--- src/sv/sbff_pkg.sv ---
// ============================================================================
// sbff_pkg
// Shared constants, codes, character-class helpers and a saturating
// increment for the body fingerprint filter.
// ============================================================================
package sbff_pkg;

  // Width of the saturating statistics counters.
  localparam int COUNT_WIDTH = 16;
  // Width of the threshold registers.
  localparam int THRESH_WIDTH = 16;
  // Common width used when a counter is compared against a threshold.
  localparam int CMP_WIDTH = (COUNT_WIDTH > THRESH_WIDTH) ? COUNT_WIDTH : THRESH_WIDTH;

  localparam int CFG_INDEX_WIDTH = 3;
  localparam int CFG_DATA_WIDTH  = 16;

  // Configuration register indexes.
  localparam logic [CFG_INDEX_WIDTH-1:0] REG_FILTER_MODE    = 3'd0;
  localparam logic [CFG_INDEX_WIDTH-1:0] REG_MIN_LINE_FEEDS = 3'd1;
  localparam logic [CFG_INDEX_WIDTH-1:0] REG_MIN_BLANKS     = 3'd2;
  localparam logic [CFG_INDEX_WIDTH-1:0] REG_MIN_DELIMITERS = 3'd3;
  localparam logic [CFG_INDEX_WIDTH-1:0] REG_MIN_LENGTH     = 3'd4;

  // Filter codes, used both for the mode register and the reported selection.
  localparam logic [1:0] FILTER_WHITESPACE = 2'd0;
  localparam logic [1:0] FILTER_PUNCT      = 2'd1;
  localparam logic [1:0] FILTER_GRAPHIC    = 2'd2;
  localparam logic [1:0] FILTER_NONE       = 2'd3;

  // Reset values of the threshold registers.
  localparam logic [THRESH_WIDTH-1:0] RST_MIN_LINE_FEEDS = 16'd2;
  localparam logic [THRESH_WIDTH-1:0] RST_MIN_BLANKS     = 16'd20;
  localparam logic [THRESH_WIDTH-1:0] RST_MIN_DELIMITERS = 16'd3;
  localparam logic [THRESH_WIDTH-1:0] RST_MIN_LENGTH     = 16'd8;

  // Characters with a meaning of their own.
  localparam logic [7:0] CH_TAB   = 8'h09;
  localparam logic [7:0] CH_LF    = 8'h0A;
  localparam logic [7:0] CH_CR    = 8'h0D;
  localparam logic [7:0] CH_SPACE = 8'h20;
  localparam logic [7:0] CH_COLON = 8'h3A;
  localparam logic [7:0] CH_SLASH = 8'h2F;
  localparam logic [7:0] CH_EQUAL = 8'h3D;
  localparam logic [7:0] CH_UNDER = 8'h5F;
  localparam logic [7:0] CH_DOT   = 8'h2E;
  localparam logic [7:0] CH_DEL   = 8'h7F;

  function automatic logic is_cntrl(input logic [7:0] c);
    return (c < 8'd32) || (c == CH_DEL);
  endfunction

  function automatic logic is_space(input logic [7:0] c);
    return (c == CH_SPACE) || ((c >= CH_TAB) && (c <= CH_CR));
  endfunction

  function automatic logic is_print(input logic [7:0] c);
    return (c >= 8'd32) && (c <= 8'd126);
  endfunction

  function automatic logic is_graph(input logic [7:0] c);
    return (c >= 8'd33) && (c <= 8'd126);
  endfunction

  function automatic logic is_alnum(input logic [7:0] c);
    return ((c >= 8'h30) && (c <= 8'h39)) ||
           ((c >= 8'h41) && (c <= 8'h5A)) ||
           ((c >= 8'h61) && (c <= 8'h7A));
  endfunction

  // Special glyphs counted as delimiters: < > ( ) | @ * ' ! ? ,
  function automatic logic is_glyph(input logic [7:0] c);
    return (c == 8'h3C) || (c == 8'h3E) || (c == 8'h28) || (c == 8'h29) ||
           (c == 8'h7C) || (c == 8'h40) || (c == 8'h2A) || (c == 8'h27) ||
           (c == 8'h21) || (c == 8'h3F) || (c == 8'h2C);
  endfunction

  // HTML entity characters: % & # ; =
  function automatic logic is_html(input logic [7:0] c);
    return (c == 8'h25) || (c == 8'h26) || (c == 8'h23) || (c == 8'h3B) ||
           (c == CH_EQUAL);
  endfunction

  function automatic logic [COUNT_WIDTH-1:0] sat_inc(input logic [COUNT_WIDTH-1:0] v,
                                                     input logic en);
    if (en && (v != {COUNT_WIDTH{1'b1}})) begin
      return v + COUNT_WIDTH'(1);
    end
    return v;
  endfunction

endpackage

--- src/sv/spam_body_fingerprint_filter.sv ---
// ============================================================================
// spam_body_fingerprint_filter
// Byte filter and statistics front end for a body fingerprint hash.
// ============================================================================
// Use of the block
//   Body bytes arrive on the s_ side, one byte per word, with s_tlast set on
//   the final byte of a body. The filter selected by the filter_mode register
//   decides which bytes are kept; each kept byte, under the whitespace filter
//   only a byte that is not graphic, leaves on the m_ side with byte_valid
//   set, ready for a downstream MD5 unit. The final byte of a body always
//   produces a word, with m_tlast set and the filter chosen by the statistics
//   thresholds in selected_filter. Other bytes produce no word at all.
//   From acceptance to the result word a byte sits in the input register,
//   then the filter and counter logic feeds the output register. One byte
//   can be accepted in every cycle while the output is not stalled; the rate
//   is set only by the combinational path through the character tests and the counters.
//   When the receiver stalls, the output register holds its word and the
//   input register still takes one more byte; after that s_tready falls.
//   Bytes that produce no word still drain while the output is stalled.
//   Reset (rst, synchronous) empties both registers, clears the body state
//   and loads the threshold reset values. Configuration writes are taken at
//   once through cfg_we and should be made while no body is in flight.
// ============================================================================
module spam_body_fingerprint_filter (
  input  logic        clk,
  input  logic        rst,
  // Configuration write port
  input  logic        cfg_we,
  input  logic [sbff_pkg::CFG_INDEX_WIDTH-1:0] cfg_index,
  input  logic [sbff_pkg::CFG_DATA_WIDTH-1:0]  cfg_data,
  // Body bytes in
  input  logic        s_tvalid,
  output logic        s_tready,
  input  logic [7:0]  s_tdata,   // [7:0] data_byte
  input  logic        s_tlast,   // last_byte
  // Kept bytes and end-of-body report out
  output logic        m_tvalid,
  input  logic        m_tready,
  output logic [7:0]  m_tdata,   // [7:0] out_byte
  output logic        m_tlast,   // end_of_body
  output logic [2:0]  m_tuser    // [0] byte_valid, [2:1] selected_filter
);

  localparam int CW = sbff_pkg::COUNT_WIDTH;
  localparam int TW = sbff_pkg::THRESH_WIDTH;
  localparam int MW = sbff_pkg::CMP_WIDTH;

  // Configuration registers
  logic [1:0]    filter_mode;
  logic [TW-1:0] min_line_feeds;
  logic [TW-1:0] min_blanks;
  logic [TW-1:0] min_delimiters;
  logic [TW-1:0] min_length;

  // Input register
  logic       in_valid;
  logic [7:0] in_byte;
  logic       in_last;

  // Body state
  logic [7:0]    previous_kept;
  logic          previous_valid;
  logic [7:0]    previous_raw;
  logic [CW-1:0] line_feed_count;
  logic [CW-1:0] blank_count;
  logic [CW-1:0] delimiter_count;
  logic [CW-1:0] length_count;

  // Output register
  logic       out_valid;
  logic [7:0] out_byte;
  logic       out_emit;
  logic       out_end;
  logic [1:0] out_sel;

  // Combinational results for the byte in the input register
  logic          emit;
  logic [7:0]    emit_byte;
  logic          keep;
  logic [1:0]    sel;
  logic [CW-1:0] line_feed_count_next;
  logic [CW-1:0] blank_count_next;
  logic [CW-1:0] delimiter_count_next;
  logic [CW-1:0] length_count_next;
  logic          has_result;
  logic          advance;
  logic [7:0]    mapped;
  logic          same_prev;

  // ---------------------------------------------------------------------------
  // Configuration
  // ---------------------------------------------------------------------------
  always_ff @(posedge clk) begin
    if (rst) begin
      filter_mode    <= sbff_pkg::FILTER_WHITESPACE;
      min_line_feeds <= sbff_pkg::RST_MIN_LINE_FEEDS;
      min_blanks     <= sbff_pkg::RST_MIN_BLANKS;
      min_delimiters <= sbff_pkg::RST_MIN_DELIMITERS;
      min_length     <= sbff_pkg::RST_MIN_LENGTH;
    end else if (cfg_we) begin
      case (cfg_index)
        sbff_pkg::REG_FILTER_MODE:    filter_mode    <= cfg_data[1:0];
        sbff_pkg::REG_MIN_LINE_FEEDS: min_line_feeds <= cfg_data[TW-1:0];
        sbff_pkg::REG_MIN_BLANKS:     min_blanks     <= cfg_data[TW-1:0];
        sbff_pkg::REG_MIN_DELIMITERS: min_delimiters <= cfg_data[TW-1:0];
        sbff_pkg::REG_MIN_LENGTH:     min_length     <= cfg_data[TW-1:0];
        default: ;
      endcase
    end
  end

  // ---------------------------------------------------------------------------
  // Flow control. The byte in the input register moves on when the output
  // register can take its word, or when it produces no word at all.
  // ---------------------------------------------------------------------------
  assign has_result = emit || in_last;
  assign advance    = in_valid && (!has_result || !out_valid || m_tready);
  assign s_tready   = !in_valid || advance;

  always_ff @(posedge clk) begin
    if (rst) begin
      in_valid <= 1'b0;
    end else if (s_tready) begin
      in_valid <= s_tvalid;
    end
  end

  always_ff @(posedge clk) begin
    if (s_tready && s_tvalid) begin
      in_byte <= s_tdata;
      in_last <= s_tlast;
    end
  end

  // ---------------------------------------------------------------------------
  // Statistics. Counts include the current byte, so the selection on the
  // final byte sees it too.
  // ---------------------------------------------------------------------------
  always_comb begin
    line_feed_count_next = sbff_pkg::sat_inc(line_feed_count, in_byte == sbff_pkg::CH_LF);
    blank_count_next     = sbff_pkg::sat_inc(blank_count,
                             (in_byte == sbff_pkg::CH_SPACE) || (in_byte == sbff_pkg::CH_TAB));
    delimiter_count_next = sbff_pkg::sat_inc(delimiter_count,
                             ((in_byte == sbff_pkg::CH_SLASH) &&
                              (previous_raw == sbff_pkg::CH_COLON)) ||
                             sbff_pkg::is_glyph(in_byte));
    length_count_next    = sbff_pkg::sat_inc(length_count, 1'b1);

    if ((MW'(line_feed_count_next) >= MW'(min_line_feeds)) &&
        (MW'(blank_count_next) >= MW'(min_blanks))) begin
      sel = sbff_pkg::FILTER_WHITESPACE;
    end else if (MW'(delimiter_count_next) >= MW'(min_delimiters)) begin
      sel = sbff_pkg::FILTER_PUNCT;
    end else if (MW'(length_count_next) >= MW'(min_length)) begin
      sel = sbff_pkg::FILTER_GRAPHIC;
    end else begin
      sel = sbff_pkg::FILTER_NONE;
    end
  end

  // ---------------------------------------------------------------------------
  // Filtering. Only the punctuation filter rewrites a byte (underscore to
  // dot); the comparison with the previous kept byte uses the rewritten value.
  // ---------------------------------------------------------------------------
  assign mapped    = (in_byte == sbff_pkg::CH_UNDER) ? sbff_pkg::CH_DOT : in_byte;
  assign same_prev = previous_valid &&
                     (previous_kept == ((filter_mode == sbff_pkg::FILTER_PUNCT) ?
                                        mapped : in_byte));

  always_comb begin
    emit_byte = in_byte;
    keep      = 1'b0;
    emit      = 1'b0;
    case (filter_mode)
      sbff_pkg::FILTER_WHITESPACE: begin
        // Whitespace runs collapse, and a line feed after a kept CR goes.
        keep = !((previous_valid && (previous_kept == sbff_pkg::CH_CR) &&
                  (in_byte == sbff_pkg::CH_LF)) ||
                 (sbff_pkg::is_space(in_byte) && same_prev));
        emit = keep && !sbff_pkg::is_graph(in_byte);
      end
      sbff_pkg::FILTER_PUNCT: begin
        emit_byte = mapped;
        keep = !(sbff_pkg::is_cntrl(in_byte) || sbff_pkg::is_alnum(in_byte) ||
                 sbff_pkg::is_html(in_byte)) &&
               !(sbff_pkg::is_print(mapped) && same_prev);
        emit = keep;
      end
      sbff_pkg::FILTER_GRAPHIC: begin
        keep = !(sbff_pkg::is_cntrl(in_byte) || sbff_pkg::is_space(in_byte) ||
                 (in_byte == sbff_pkg::CH_EQUAL)) &&
               !(sbff_pkg::is_graph(in_byte) && same_prev);
        emit = keep;
      end
      default: begin
        // No filter active: nothing is kept, counting carries on.
        keep = 1'b0;
        emit = 1'b0;
      end
    endcase
  end

  // ---------------------------------------------------------------------------
  // Body state. The final byte of a body clears everything.
  // ---------------------------------------------------------------------------
  always_ff @(posedge clk) begin
    if (rst) begin
      previous_kept   <= '0;
      previous_valid  <= 1'b0;
      previous_raw    <= '0;
      line_feed_count <= '0;
      blank_count     <= '0;
      delimiter_count <= '0;
      length_count    <= '0;
    end else if (advance) begin
      if (in_last) begin
        previous_kept   <= '0;
        previous_valid  <= 1'b0;
        previous_raw    <= '0;
        line_feed_count <= '0;
        blank_count     <= '0;
        delimiter_count <= '0;
        length_count    <= '0;
      end else begin
        if (keep) begin
          previous_kept  <= emit_byte;
          previous_valid <= 1'b1;
        end
        previous_raw    <= in_byte;
        line_feed_count <= line_feed_count_next;
        blank_count     <= blank_count_next;
        delimiter_count <= delimiter_count_next;
        length_count    <= length_count_next;
      end
    end
  end

  // ---------------------------------------------------------------------------
  // Output register
  // ---------------------------------------------------------------------------
  always_ff @(posedge clk) begin
    if (rst) begin
      out_valid <= 1'b0;
    end else if (advance && has_result) begin
      out_valid <= 1'b1;
    end else if (m_tready) begin
      out_valid <= 1'b0;
    end
  end

  always_ff @(posedge clk) begin
    if (advance && has_result) begin
      out_byte <= emit ? emit_byte : 8'd0;
      out_emit <= emit;
      out_end  <= in_last;
      out_sel  <= in_last ? sel : sbff_pkg::FILTER_WHITESPACE;
    end
  end

  assign m_tvalid = out_valid;
  assign m_tdata  = out_byte;
  assign m_tlast  = out_end;
  assign m_tuser  = {out_sel, out_emit};

  // ---------------------------------------------------------------------------
  // Assertions
  // ---------------------------------------------------------------------------
  // A word is only ever produced for a kept byte or the end of a body.
  a_word_has_cause: assert property (@(posedge clk) disable iff (rst)
    m_tvalid |-> (m_tuser[0] || m_tlast))
    else $error("result word with neither a kept byte nor end of body");

  // The selection field stays zero except on the final word of a body.
  a_sel_only_at_end: assert property (@(posedge clk) disable iff (rst)
    (m_tvalid && !m_tlast) |-> (m_tuser[2:1] == sbff_pkg::FILTER_WHITESPACE))
    else $error("selected_filter set on a word that is not the last");

  // After a body's final byte its length and delimiter counts and previous bytes are clear.
  a_clear_after_last: assert property (@(posedge clk) disable iff (rst)
    (advance && in_last) |=> ((length_count == '0) && !previous_valid &&
                              (delimiter_count == '0) && (previous_raw == '0)))
    else $error("body state not cleared after final byte");

  // Within a body the length counter never falls (it saturates).
  a_length_monotone: assert property (@(posedge clk) disable iff (rst)
    (advance && !in_last) |=> (length_count >= $past(length_count)) &&
                              (length_count != '0))
    else $error("length counter wrapped or fell within a body");

  // An output word held under back-pressure keeps its byte and end flag.
  a_out_holds: assert property (@(posedge clk) disable iff (rst)
    (out_valid && !m_tready) |=> (out_valid && $stable(out_byte) && $stable(out_end)))
    else $error("stalled result word changed");

endmodule

--- config.mk ---
export PLATFORM = sky130hd
export DESIGN_NAME = spam_body_fingerprint_filter
export DESIGN_NICKNAME = d
export VERILOG_FILES = /design/src/sv/sbff_pkg.sv /design/src/sv/spam_body_fingerprint_filter.sv
export SDC_FILE = /design/constraint.sdc
export NUM_CORES = 1
export LEC_CHECK = 0
export BUFFER_PORTS_ARGS = -buffer_cell sky130_fd_sc_hd__buf_2
export CORE_MARGIN = 3
export CORE_UTILIZATION = 56
export CTS_CLUSTER_SIZE = 16
export DETAILED_ROUTE_END_ITERATION = 6
export PLACE_DENSITY = 0.81
export SYNTH_ARGS = -nofsm -noshare
export SYNTH_HDL_FRONTEND = slang
export SYNTH_SLANG_ARGS = --single-unit
--- constraint.sdc ---
create_clock -name clk -period 5.9 [get_ports clk]
set_input_delay 1.18 -clock clk [delete_from_list [all_inputs] [get_ports clk]]
set_output_delay 1.18 -clock clk [all_outputs]
set_load 0.03 [all_outputs]
==> results of run 1 <==
[metrics by stage]
step	instance area [um^2]	cells
after CTS	10900	1454
after global routing	10900	1454
after floorplan	9970	1210
after global placement	10300	1422
after detailed placement	10300	1422
final	10900	1454
[power breakdown]
part,internal (mW),leakage (nW),switching (mW)
Combinational,0.0632,2.38,0.145
Clock,0.753,0.315,0.492
Sequential,1.20,1.40,0.0263
Total,2.01,4.10,0.664
[metal layers]
layer  share of wire, %  wire length [um]
met1                 42             11000
met2                 48             12500
met5                  0                 0
met3                7.2              1880
met4                2.5               660
[worst max-delay path, cell delays in order, from the launching register on]
cell	delay [ns]
edfxtp_1	0.67
or4_1	0.58
or2_1	0.26
a311oi_1	0.45
a221oi_1	0.21
a21oi_1	0.59
nor2_1	0.07
or3b_2	0.51
buf_2	0.20
[flip-flops by register name, summed over array words and instances (netlist names), 2 cells and up]
register / count
blank_count: 16
previous_kept: 8
delimiter_count: 16
min_delimiters: 16
min_blanks: 16
min_length: 16
out_sel: 2
previous_raw: 8
min_line_feeds: 16
length_count: 16
filter_mode: 2
line_feed_count: 16
in_byte: 8
m_tdata: 8
[cells in the mapped netlist (4+ instances only)]
| cell type | count | area, um^2 |
|---|---|---|
| buf_2 | 14 | 70.1 |
| nor2_1 | 58 | 218 |
| o31ai_1 | 5 | 37.5 |
| o2111ai_1 | 7 | 61.3 |
| clkbuf_1 | 45 | 169 |
| o211ai_1 | 13 | 97.6 |
| nand2b_1 | 15 | 93.8 |
| ha_1 | 68 | 851 |
| or3_1 | 8 | 50.1 |
| nor2b_1 | 15 | 93.8 |
| a31oi_1 | 13 | 81.3 |
| nand4_1 | 25 | 156 |
| inv_1 | 79 | 297 |
| and3_1 | 20 | 125 |
| mux2i_1 | 10 | 100 |
| and2_1 | 11 | 68.8 |
| mux2_2 | 8 | 90.1 |
| nor4_1 | 5 | 31.3 |
| a21o_1 | 15 | 113 |
| edfxtp_1 | 21 | 631 |
| or4_1 | 4 | 30.0 |
| nand2_1 | 197 | 739 |
| xor2_1 | 21 | 184 |
| a22o_1 | 18 | 158 |
| and4_1 | 6 | 52.6 |
| a2111oi_0 | 6 | 52.6 |
| o21a_1 | 5 | 37.5 |
| dfxtp_1 | 149 | 2980 |
| a211oi_1 | 5 | 37.5 |
| a21oi_1 | 113 | 566 |
| nor3_1 | 27 | 135 |
| a211o_1 | 6 | 52.6 |
| o21ai_0 | 31 | 155 |
| xnor2_1 | 37 | 324 |
| nor4b_1 | 4 | 35.0 |
| or2_2 | 4 | 25.0 |
| nand3_1 | 45 | 225 |
| a311oi_1 | 10 | 87.6 |
[final cells by class]
| cell class | count | area [um^2] |
|---|---|---|
| timing repair buffer | 52 | 278 |
| clock inverter | 15 | 220 |
| clock buffer | 17 | 425 |
| sequential | 170 | 3610 |
| inverter | 80 | 300 |
| tap | 225 | 282 |
| multi-input combinational | 895 | 5780 |
| fill | 1467 | 6460 |
[worst max path at each step]
stage | from | depth (start not counted) | endpoint
after floorplan | in_byte[3] | 7 | s_tready
after global placement | in_byte[2] | 8 | s_tready
after detailed placement | in_byte[2] | 8 | s_tready
after CTS | in_byte[2] | 8 | s_tready
after global routing | in_byte[2] | 8 | s_tready
final | in_byte[2] | 8 | s_tready
[cells by family after synthesis]
group / after synthesis / share of synthesized area [%]
simple gates: 466 / 22.9
compound gates: 285 / 19.5
flops: 170 / 36.3
buf+inv: 145 / 5.79
fa+ha+maj: 68 / 8.54
xor+xnor: 58 / 5.10
mux: 18 / 1.91
==> results.json, run 1 <==
{
  "synth-edff-count": 21,
  "ant_nets": 0,
  "netlist-cell-type-count": 85,
  "grtUsageMet3_pct": 4.64,
  "grt_pass1_wl_mm": 42.3,
  "grt_pass1_vias": 8380,
  "cp.required_ns": 4.72,
  "syn_nets": 1311,
  "tns_ns": 0,
  "rr_endpoint": "out_sel[0]",
  "place_worst_setup_slack_ns": 1.25,
  "slew_headroom_pct": 33.2,
  "most-common-layout-cells": "nand2_1 (197), dfxtp_1 (149), a21oi_1 (113)",
  "busiest_layer": "met2",
  "min_to": "previous_raw[1]",
  "fin_util_pct": 62.8,
  "drive_above_1_share_pct": 9.52,
  "fin_crit_ns": 5.16,
  "clk_latency_ns": 0.43,
  "grt_setup_unrepaired": "no",
  "worstMarginPinSlew_ns": 1.00,
  "grt.total_usage_pct": 26.6,
  "syn_area_per_cell_um2": 8.24,
  "met2_usage_pct": 44.4,
  "synth-async-reset-ratio_pct": 0,
  "syn_inst": 1210,
  "ys_warn_count": 0,
  "hold_slack_ns": 0.449,
  "status": "finished clean",
  "cts_buffers": 17,
  "fin_total_pwr_mw": 2.68,
  "root_buffer": "clkbuf_16",
  "cp_max_fo": 21,
  "cp_data_arrival_time_ns": 3.98,
  "hold_viol_final": 0,
  "fp.dieArea_um2": 19400,
  "skew_ns": 0.00930,
  "syn-cell-area_um2": 9970,
  "design.portCount": 47,
  "drv_cap": 0,
  "path_clk_slew_ns": 0.07,
  "wl_mm": 26.0,
  "yosysSeqAreaShare_pct": 36.3,
  "num_antenna_cells": 0,
  "hold_class": "flip-flop to flip-flop",
  "cellPowerDensity_nw_per_um2": 246,
  "vias": 8889,
  "first_iter_violations": 731,
  "syn_to_final_growth_pct": 9.37,
  "period_share_pct": 87.4,
  "path_class": "flip-flop to output pin",
  "p_leak_nw": 4.10,
  "cp-end-kind": "output pin",
  "antenna_found_initial": 0,
  "vias_per_cell": 6.11,
  "hpwl_mm": 18.0,
  "reg2reg_depth": 15,
  "holdPathStages": 2,
  "initial_utilization_pct": 57.4,
  "setup_viol": 0,
  "fp.dieH_um": 139,
  "fin_nets": 1317,
  "cts_setup_buffers": 0,
  "setup_ws_ns": 0.744,
  "report.final.slew_viol_count": 0,
  "post_drt_wl_per_cell_um": 17.9,
  "clock_sinks": 170,
  "fmax_ghz": 0.194,
  "drc": 0,
  "cts_buffer_depth": 2,
  "gp_congestion": 0.972,
  "portBuffers": 46,
  "die_x_um": 139,
  "reg2reg_slack_ns": 1.50,
  "worst_setup_path_start_kind": "flip-flop",
  "core_area_um2": 17400,
  "r2r_start": "in_byte[2]",
  "cts_resized": 0,
  "grt_start_max_net_pins": 89,
  "drt_first_pass_iters": 5,
  "layout_commonest_cell": "nand2_1",
  "peakVddDrop_mv": 0.209,
  "use_met1_pct": 34.7,
  "yosys_register_bits": 170,
  "cts_tree": "done",
  "synth_flop_cell": "dfxtp_1",
  "hold_path.startpoint": "previous_raw[1]",
  "ctsHtreeMaxLevel": 4,
  "fp-row-count": 48,
  "holdBufCountCts": 0,
  "grt_overflow": 0
}
Note: power is estimated with default switching activity, not from simulation.
==> inputs of run 2 (changes only) <==
--- a/config.mk
+++ b/config.mk
@@ -7,10 +7,10 @@
 export LEC_CHECK = 0
 export BUFFER_PORTS_ARGS = -buffer_cell sky130_fd_sc_hd__buf_2
 export CORE_MARGIN = 3
-export CORE_UTILIZATION = 56
+export CORE_UTILIZATION = 55
 export CTS_CLUSTER_SIZE = 16
 export DETAILED_ROUTE_END_ITERATION = 6
-export PLACE_DENSITY = 0.81
+export PLACE_DENSITY = 0.8
 export SYNTH_ARGS = -nofsm -noshare
 export SYNTH_HDL_FRONTEND = slang
 export SYNTH_SLANG_ARGS = --single-unit
==> results.json, run 2 (synthesis results as in run 1) <==
{
  "root_buffer": "clkbuf_16",
  "wl_met1_mm": 11.4,
  "routed.top_layer": "met4",
  "first_iter_violations": 951,
  "drc": 0,
  "tns_ns": 0,
  "hold_class": "flip-flop to flip-flop",
  "ant_nets": 0,
  "fin_util_pct": 61.8,
  "reg2reg_slack_ns": 1.41,
  "initial_utilization_pct": 56.8,
  "grt_start_max_net_pins": 66,
  "num_antenna_cells": 0,
  "post_drt_wl_per_cell_um": 18.3,
  "ctsHtreeMaxLevel": 4,
  "dpl_cell_area_um2": 10300,
  "p_comb_share_pct": 8.2,
  "die_x_um": 141,
  "fp.dieArea_um2": 19800,
  "syn_to_final_growth_pct": 8.83,
  "report.final.slew_viol_count": 0,
  "path_clk_slew_ns": 0.06,
  "cts_tree": "done",
  "sequentialPowerShare_pct": 47.8,
  "hold_viol_final": 0,
  "gp_congestion": 0.929,
  "clk_latency_ns": 0.43,
  "peakVddDrop_mv": 0.209,
  "power_switching_mw": 0.642,
  "period_share_pct": 87.3,
  "cp-end-kind": "output pin",
  "slew_headroom_pct": 37.3,
  "core_area_um2": 17500,
  "setup_viol": 0,
  "fin_crit_ns": 5.15,
  "grt_overflow": 0,
  "most-common-layout-cells": "nand2_1 (197), dfxtp_1 (149), a21oi_1 (113)",
  "wl_mm": 26.6,
  "vias_per_cell": 6.12,
  "slowest_stage": "edfxtp_1",
  "drv_cap": 0,
  "clock_sinks": 170,
  "fp-row-count": 48,
  "status": "finished clean",
  "fp.dieH_um": 141,
  "cts_setup_buffers": 0,
  "max_stage_delay_ns": 0.66,
  "skew_ns": 0.0119,
  "design.portCount": 47,
  "route.met2.wl_mm": 12.8,
  "layout_commonest_cell": "nand2_1",
  "worstMarginPinSlew_ns": 0.938,
  "fillers": 1542,
  "dr_wl_met3_mm": 1.73,
  "grt_pass1_vias": 8312,
  "antenna_found_initial": 0,
  "cts_buffer_depth": 2,
  "cp_max_fo": 21,
  "vias": 8908,
  "grt_setup_unrepaired": "no",
  "cts_resized": 0,
  "fmax_ghz": 0.194,
  "drt_first_pass_iters": 6,
  "final_cell_area_um2": 10800,
  "portBuffers": 46,
  "grt_pass1_wl_mm": 42.3,
  "cp_data_arrival_time_ns": 3.97,
  "p_leak_nw": 4.07,
  "cellPowerDensity_nw_per_um2": 237,
  "path_class": "flip-flop to output pin",
  "holdBufCountCts": 0,
  "power_frac_clock_pct": 44.0,
  "worst_setup_path_start_kind": "flip-flop",
  "grt.total_usage_pct": 26.5,
  "drive_above_1_share_pct": 9.19,
  "fin_nets": 1318,
  "crit_path_cell_trace": "or4_1, or2_1, a311oi_1, a221oi_1, a21oi_1, nor2_1, or3b_2, buf_2",
  "p_int_mw": 1.92,
  "hpwl_mm": 18.5,
  "switching_share_pct": 25.0,
  "cts_buffers": 17,
  "cp.required_ns": 4.72
}
-- run 2: final timing paths --
path / end / cells past startpoint / from
min: previous_raw[6] / 2 / previous_raw[6]
min reg2reg: previous_raw[6] / 2 / previous_raw[6]
max: s_tready / 8 / in_byte[2]
max reg2reg: out_sel[0] / 16 / in_byte[2]
-- run 2: routing by layer --
layer	vias up	global-route usage, %
li1	4312	-
met1	4165	34.5
met2	360	44.7
met3	71	4.27
met4	0	9.79
met5	-	0
-- run 2: worst max-delay path, delay by kind of cell (launching register included) --
family,cells,cell delay [ns]
flip-flops,1,0.66
AND/OR/NAND/NOR,4,1.42
buffers and inverters,1,0.20
AO/OA/AOI/OAI,3,1.26
-- run 2: final cells by class --
type	count	area (um^2)	area share [%]
tap	225	282	2.60
multi-input combinational	895	5780	53.3
clock inverter	13	151	1.40
timing repair buffer	53	285	2.63
inverter	80	300	2.77
sequential	170	3610	33.3
clock buffer	19	433	3.99
-- run 2: power by group through the flow --
stage | logic [mW] | registers, mW | clock network (mW)
2_1_floorplan | 0.137 | 1.25 | 0
3_3_place_gp | 0.203 | 1.25 | 0
3_5_place_dp | 0.206 | 1.25 | 0
4_1_cts | 0.208 | 1.22 | 1.14
5_1_grt | 0.227 | 1.23 | 1.19
6_report | 0.211 | 1.23 | 1.13
-- run 2: through the flow --
stage | setup slack (ns) | power, mW | hold slack [ns] | cells
after floorplan | 2.20 | 1.38 | 0.424 | 1210
after global placement | 1.34 | 1.45 | 0.437 | 1423
after detailed placement | 1.25 | 1.46 | 0.443 | 1423
after CTS | 0.779 | 2.57 | 0.451 | 1455
after global routing | 0.500 | 2.65 | 0.472 | 1455
final | 0.751 | 2.57 | 0.450 | 1455
==> inputs of run 3 (changes only) <==
--- a/config.mk
+++ b/config.mk
@@ -5,12 +5,14 @@
 export SDC_FILE = /design/constraint.sdc
 export NUM_CORES = 1
 export LEC_CHECK = 0
+export ABC_AREA = 1
 export BUFFER_PORTS_ARGS = -buffer_cell sky130_fd_sc_hd__buf_2
 export CORE_MARGIN = 3
-export CORE_UTILIZATION = 55
+export CORE_UTILIZATION = 62
 export CTS_CLUSTER_SIZE = 16
 export DETAILED_ROUTE_END_ITERATION = 6
-export PLACE_DENSITY = 0.8
+export PLACE_DENSITY = 0.87
+export SETUP_SLACK_MARGIN = 0.3
 export SYNTH_ARGS = -nofsm -noshare
 export SYNTH_HDL_FRONTEND = slang
 export SYNTH_SLANG_ARGS = --single-unit
==> results.json, run 3 <==
{
  "fp.dieH_um": 135,
  "vias": 9775,
  "synth_top_family_by_area": "simple AND/OR/NAND/NOR gates",
  "grt.total_usage_pct": 29.5,
  "rr_endpoint": "out_sel[1]",
  "core_area_um2": 16100,
  "report.final.slew_viol_count": 0,
  "first_iter_violations": 911,
  "slew_headroom_pct": 38.0,
  "path_clk_slew_ns": 0.07,
  "skew_ns": 0.0102,
  "drv_cap": 0,
  "busiest_layer": "met2",
  "synth_xor_area_share_pct": 3.63,
  "power_switching_mw": 0.858,
  "fp-row-count": 46,
  "cellPowerDensity_nw_per_um2": 253,
  "synth-edff-count": 21,
  "hold_path.startpoint": "min_length[15]",
  "met2_usage_pct": 49.5,
  "vias_per_cell": 5.49,
  "fin_total_pwr_mw": 2.82,
  "grt_pass1_vias": 9219,
  "syn_inst": 1540,
  "hpwl_mm": 18.7,
  "ys_warn_count": 0,
  "cts_resized": 0,
  "drive_above_1_share_pct": 6.46,
  "holdPathStages": 2,
  "cp-end-kind": "flip-flop",
  "synth_compound_area_share_pct": 14.6,
  "cts_tree": "done",
  "antenna_found_initial": 0,
  "yosysSeqAreaShare_pct": 34.9,
  "grtUsageMet3_pct": 5.46,
  "hold_viol_final": 0,
  "die_x_um": 135,
  "cts_setup_buffers": 0,
  "fin_crit_ns": 3.96,
  "power_frac_clock_pct": 37.7,
  "netlist-cell-type-count": 45,
  "grt_overflow": 0,
  "fmax_ghz": 0.253,
  "design.portCount": 47,
  "fp.dieArea_um2": 18300,
  "grt_pass1_wl_mm": 44.2,
  "syn_to_final_growth_pct": 7.81,
  "holdBufCountCts": 0,
  "synth_top_area_share_pct": 28.8,
  "layout_commonest_cell": "nand2_1",
  "path_class": "flip-flop to flip-flop",
  "peakVddDrop_mv": 0.245,
  "wl_mm": 26.3,
  "p_comb_share_pct": 16.9,
  "synth_flop_cell": "dfxtp_1",
  "cp.required_ns": 6.09,
  "clk_latency_ns": 0.45,
  "fillers": 1364,
  "cp_data_arrival_time_ns": 4.14,
  "synthMuxAreaShare_pct": 0,
  "fin_nets": 1651,
  "post_drt_wl_per_cell_um": 14.8,
  "final-seq-area_um2": 3610,
  "worst_setup_path_start_kind": "flip-flop",
  "synthAdderAreaFrac_pct": 8.21,
  "period_share_pct": 67.1,
  "syn_area_per_cell_um2": 6.73,
  "portBuffers": 46,
  "ctsHtreeMaxLevel": 4,
  "cts_buffer_depth": 2,
  "drt_first_pass_iters": 6,
  "reg2reg_depth": 17,
  "initial_utilization_pct": 64.3,
  "synth.most_common_cell": "nand2_1",
  "tns_ns": 0,
  "yosys_register_bits": 170,
  "hold_class": "flip-flop to flip-flop",
  "num_antenna_cells": 0,
  "status": "finished clean",
  "synth_common_cells": "nand2_1 (292), inv_1 (241), nor2_1 (216), dfxtp_1 (149), a21oi_1 (130)",
  "synth_largest_area_cell": "dfxtp_1",
  "reg2reg_slack_ns": 1.94,
  "p_leak_nw": 5.11,
  "min_to": "min_length[15]",
  "gp_congestion": 0.959,
  "ant_nets": 0,
  "grt_start_max_net_pins": 89,
  "cts_buffers": 17,
  "setup_viol": 0,
  "cp_max_fo": 20,
  "root_buffer": "clkbuf_16",
  "multi_input_area_um2": 5540,
  "yosys.area_share.simple_pct": 27.0,
  "use_met1_pct": 38.7,
  "clock_sinks": 170,
  "drc": 0,
  "most-common-layout-cells": "nand2_1 (292), inv_1 (240), nor2_1 (216)",
  "worstMarginPinSlew_ns": 0.931,
  "sequentialPowerShare_pct": 45.4,
  "syn-cell-area_um2": 10400,
  "synth-async-reset-ratio_pct": 0,
  "p_int_mw": 1.97,
  "r2r_start": "in_byte[3]",
  "syn_nets": 1641,
  "switching_share_pct": 30.4,
  "synthTopCellsByArea": "dfxtp_1 (29%), nand2_1 (11%), inv_1 (8.7%)",
  "grt_setup_unrepaired": "no"
}
## run 3: changes by cell type after synthesis, moves of 18 or more
cell / delta
inv_1: +162
nor2_1: +158
a22o_1: -18
o21ai_1: +26
nand2_1: +95
xor2_1: +20
xnor2_1: -35
nand3_1: +23
o21ai_0: +73
and3_1: -19
## run 3: area by class of cell
cell class	count	area share [%]
Clock inverter	10	0.750
Tap cell	216	2.42
Clock buffer	22	4.15
Timing Repair Buffer	52	2.46
Inverter	246	8.27
Sequential cell	170	32.3
Multi-Input combinational cell	1063	49.6
## run 3: kinds of logic after synthesis
logic type	count (synthesis)
buffers and inverters	307
xor gates and xnor gates	43
adders and majority gates	68
and+or+nand+nor	664
AOI/OAI and AO/OA	288
DFF	170
## run 3: routing by layer
layer | wire [um] | up-vias
li1 | - | 4962
met1 | 11600 | 4399
met2 | 12600 | 351
met3 | 1540 | 63
met4 | 653 | 0
met5 | 0 | -
## run 3: how the worst max path moves through the flow
stage | cells past startpoint | start | endpoint | slack (ns)
6_report | 17 | in_byte[3] | out_sel[1] | 1.94
5_1_grt | 18 | in_byte[3] | out_sel[0] | 1.50
4_1_cts | 17 | in_byte[3] | out_sel[1] | 2.02
3_5_place_dp | 18 | in_byte[7] | out_sel[1] | 2.04
3_3_place_gp | 18 | in_byte[0] | out_sel[1] | 2.09
2_1_floorplan | 22 | in_byte[7] | out_sel[1] | 2.87
## run 3: stage by stage
stage / area (um^2) / cells / util [%] / hold WS (ns) / worst slack (ns)
6_report: 11200 / 1779 / 69.3 / 0.463 / 1.94
5_1_grt: 11200 / 1779 / 69.3 / 0.483 / 1.50
4_1_cts: 11200 / 1779 / 69.3 / 0.463 / 2.02
3_5_place_dp: 10600 / 1747 / 65.9 / 0.453 / 2.04
3_3_place_gp: 10600 / 1747 / 65.9 / 0.449 / 2.09
2_1_floorplan: 10400 / 1540 / - / 0.435 / 2.87
## run 3: power by group through the flow
stage                     registers (mW)  logic, mW  clock network, mW
final                               1.28      0.479               1.06
after global routing                1.29      0.549               1.12
after CTS                           1.28      0.474               1.07
after detailed placement            1.31      0.469                  0
after global placement              1.30      0.455                  0
after floorplan                     1.30      0.351                  0
## run 3: critical path, cell delays in order (launching register included)
cell and delay (ns):
edfxtp_1 0.52, nand2_2 0.17, nor2_4 0.19, nand3_1 0.10, o21ai_0 0.18, nand2_1 0.08, nand3_1 0.09, nand2_1 0.28
inv_1 0.52, nand2_1 0.10, o21ai_0 0.14, inv_1 0.09, ha_1 0.27, inv_1 0.04, nor3_1 0.22, nand2_1 0.08
o41ai_1 0.57, nor2_1 0.07
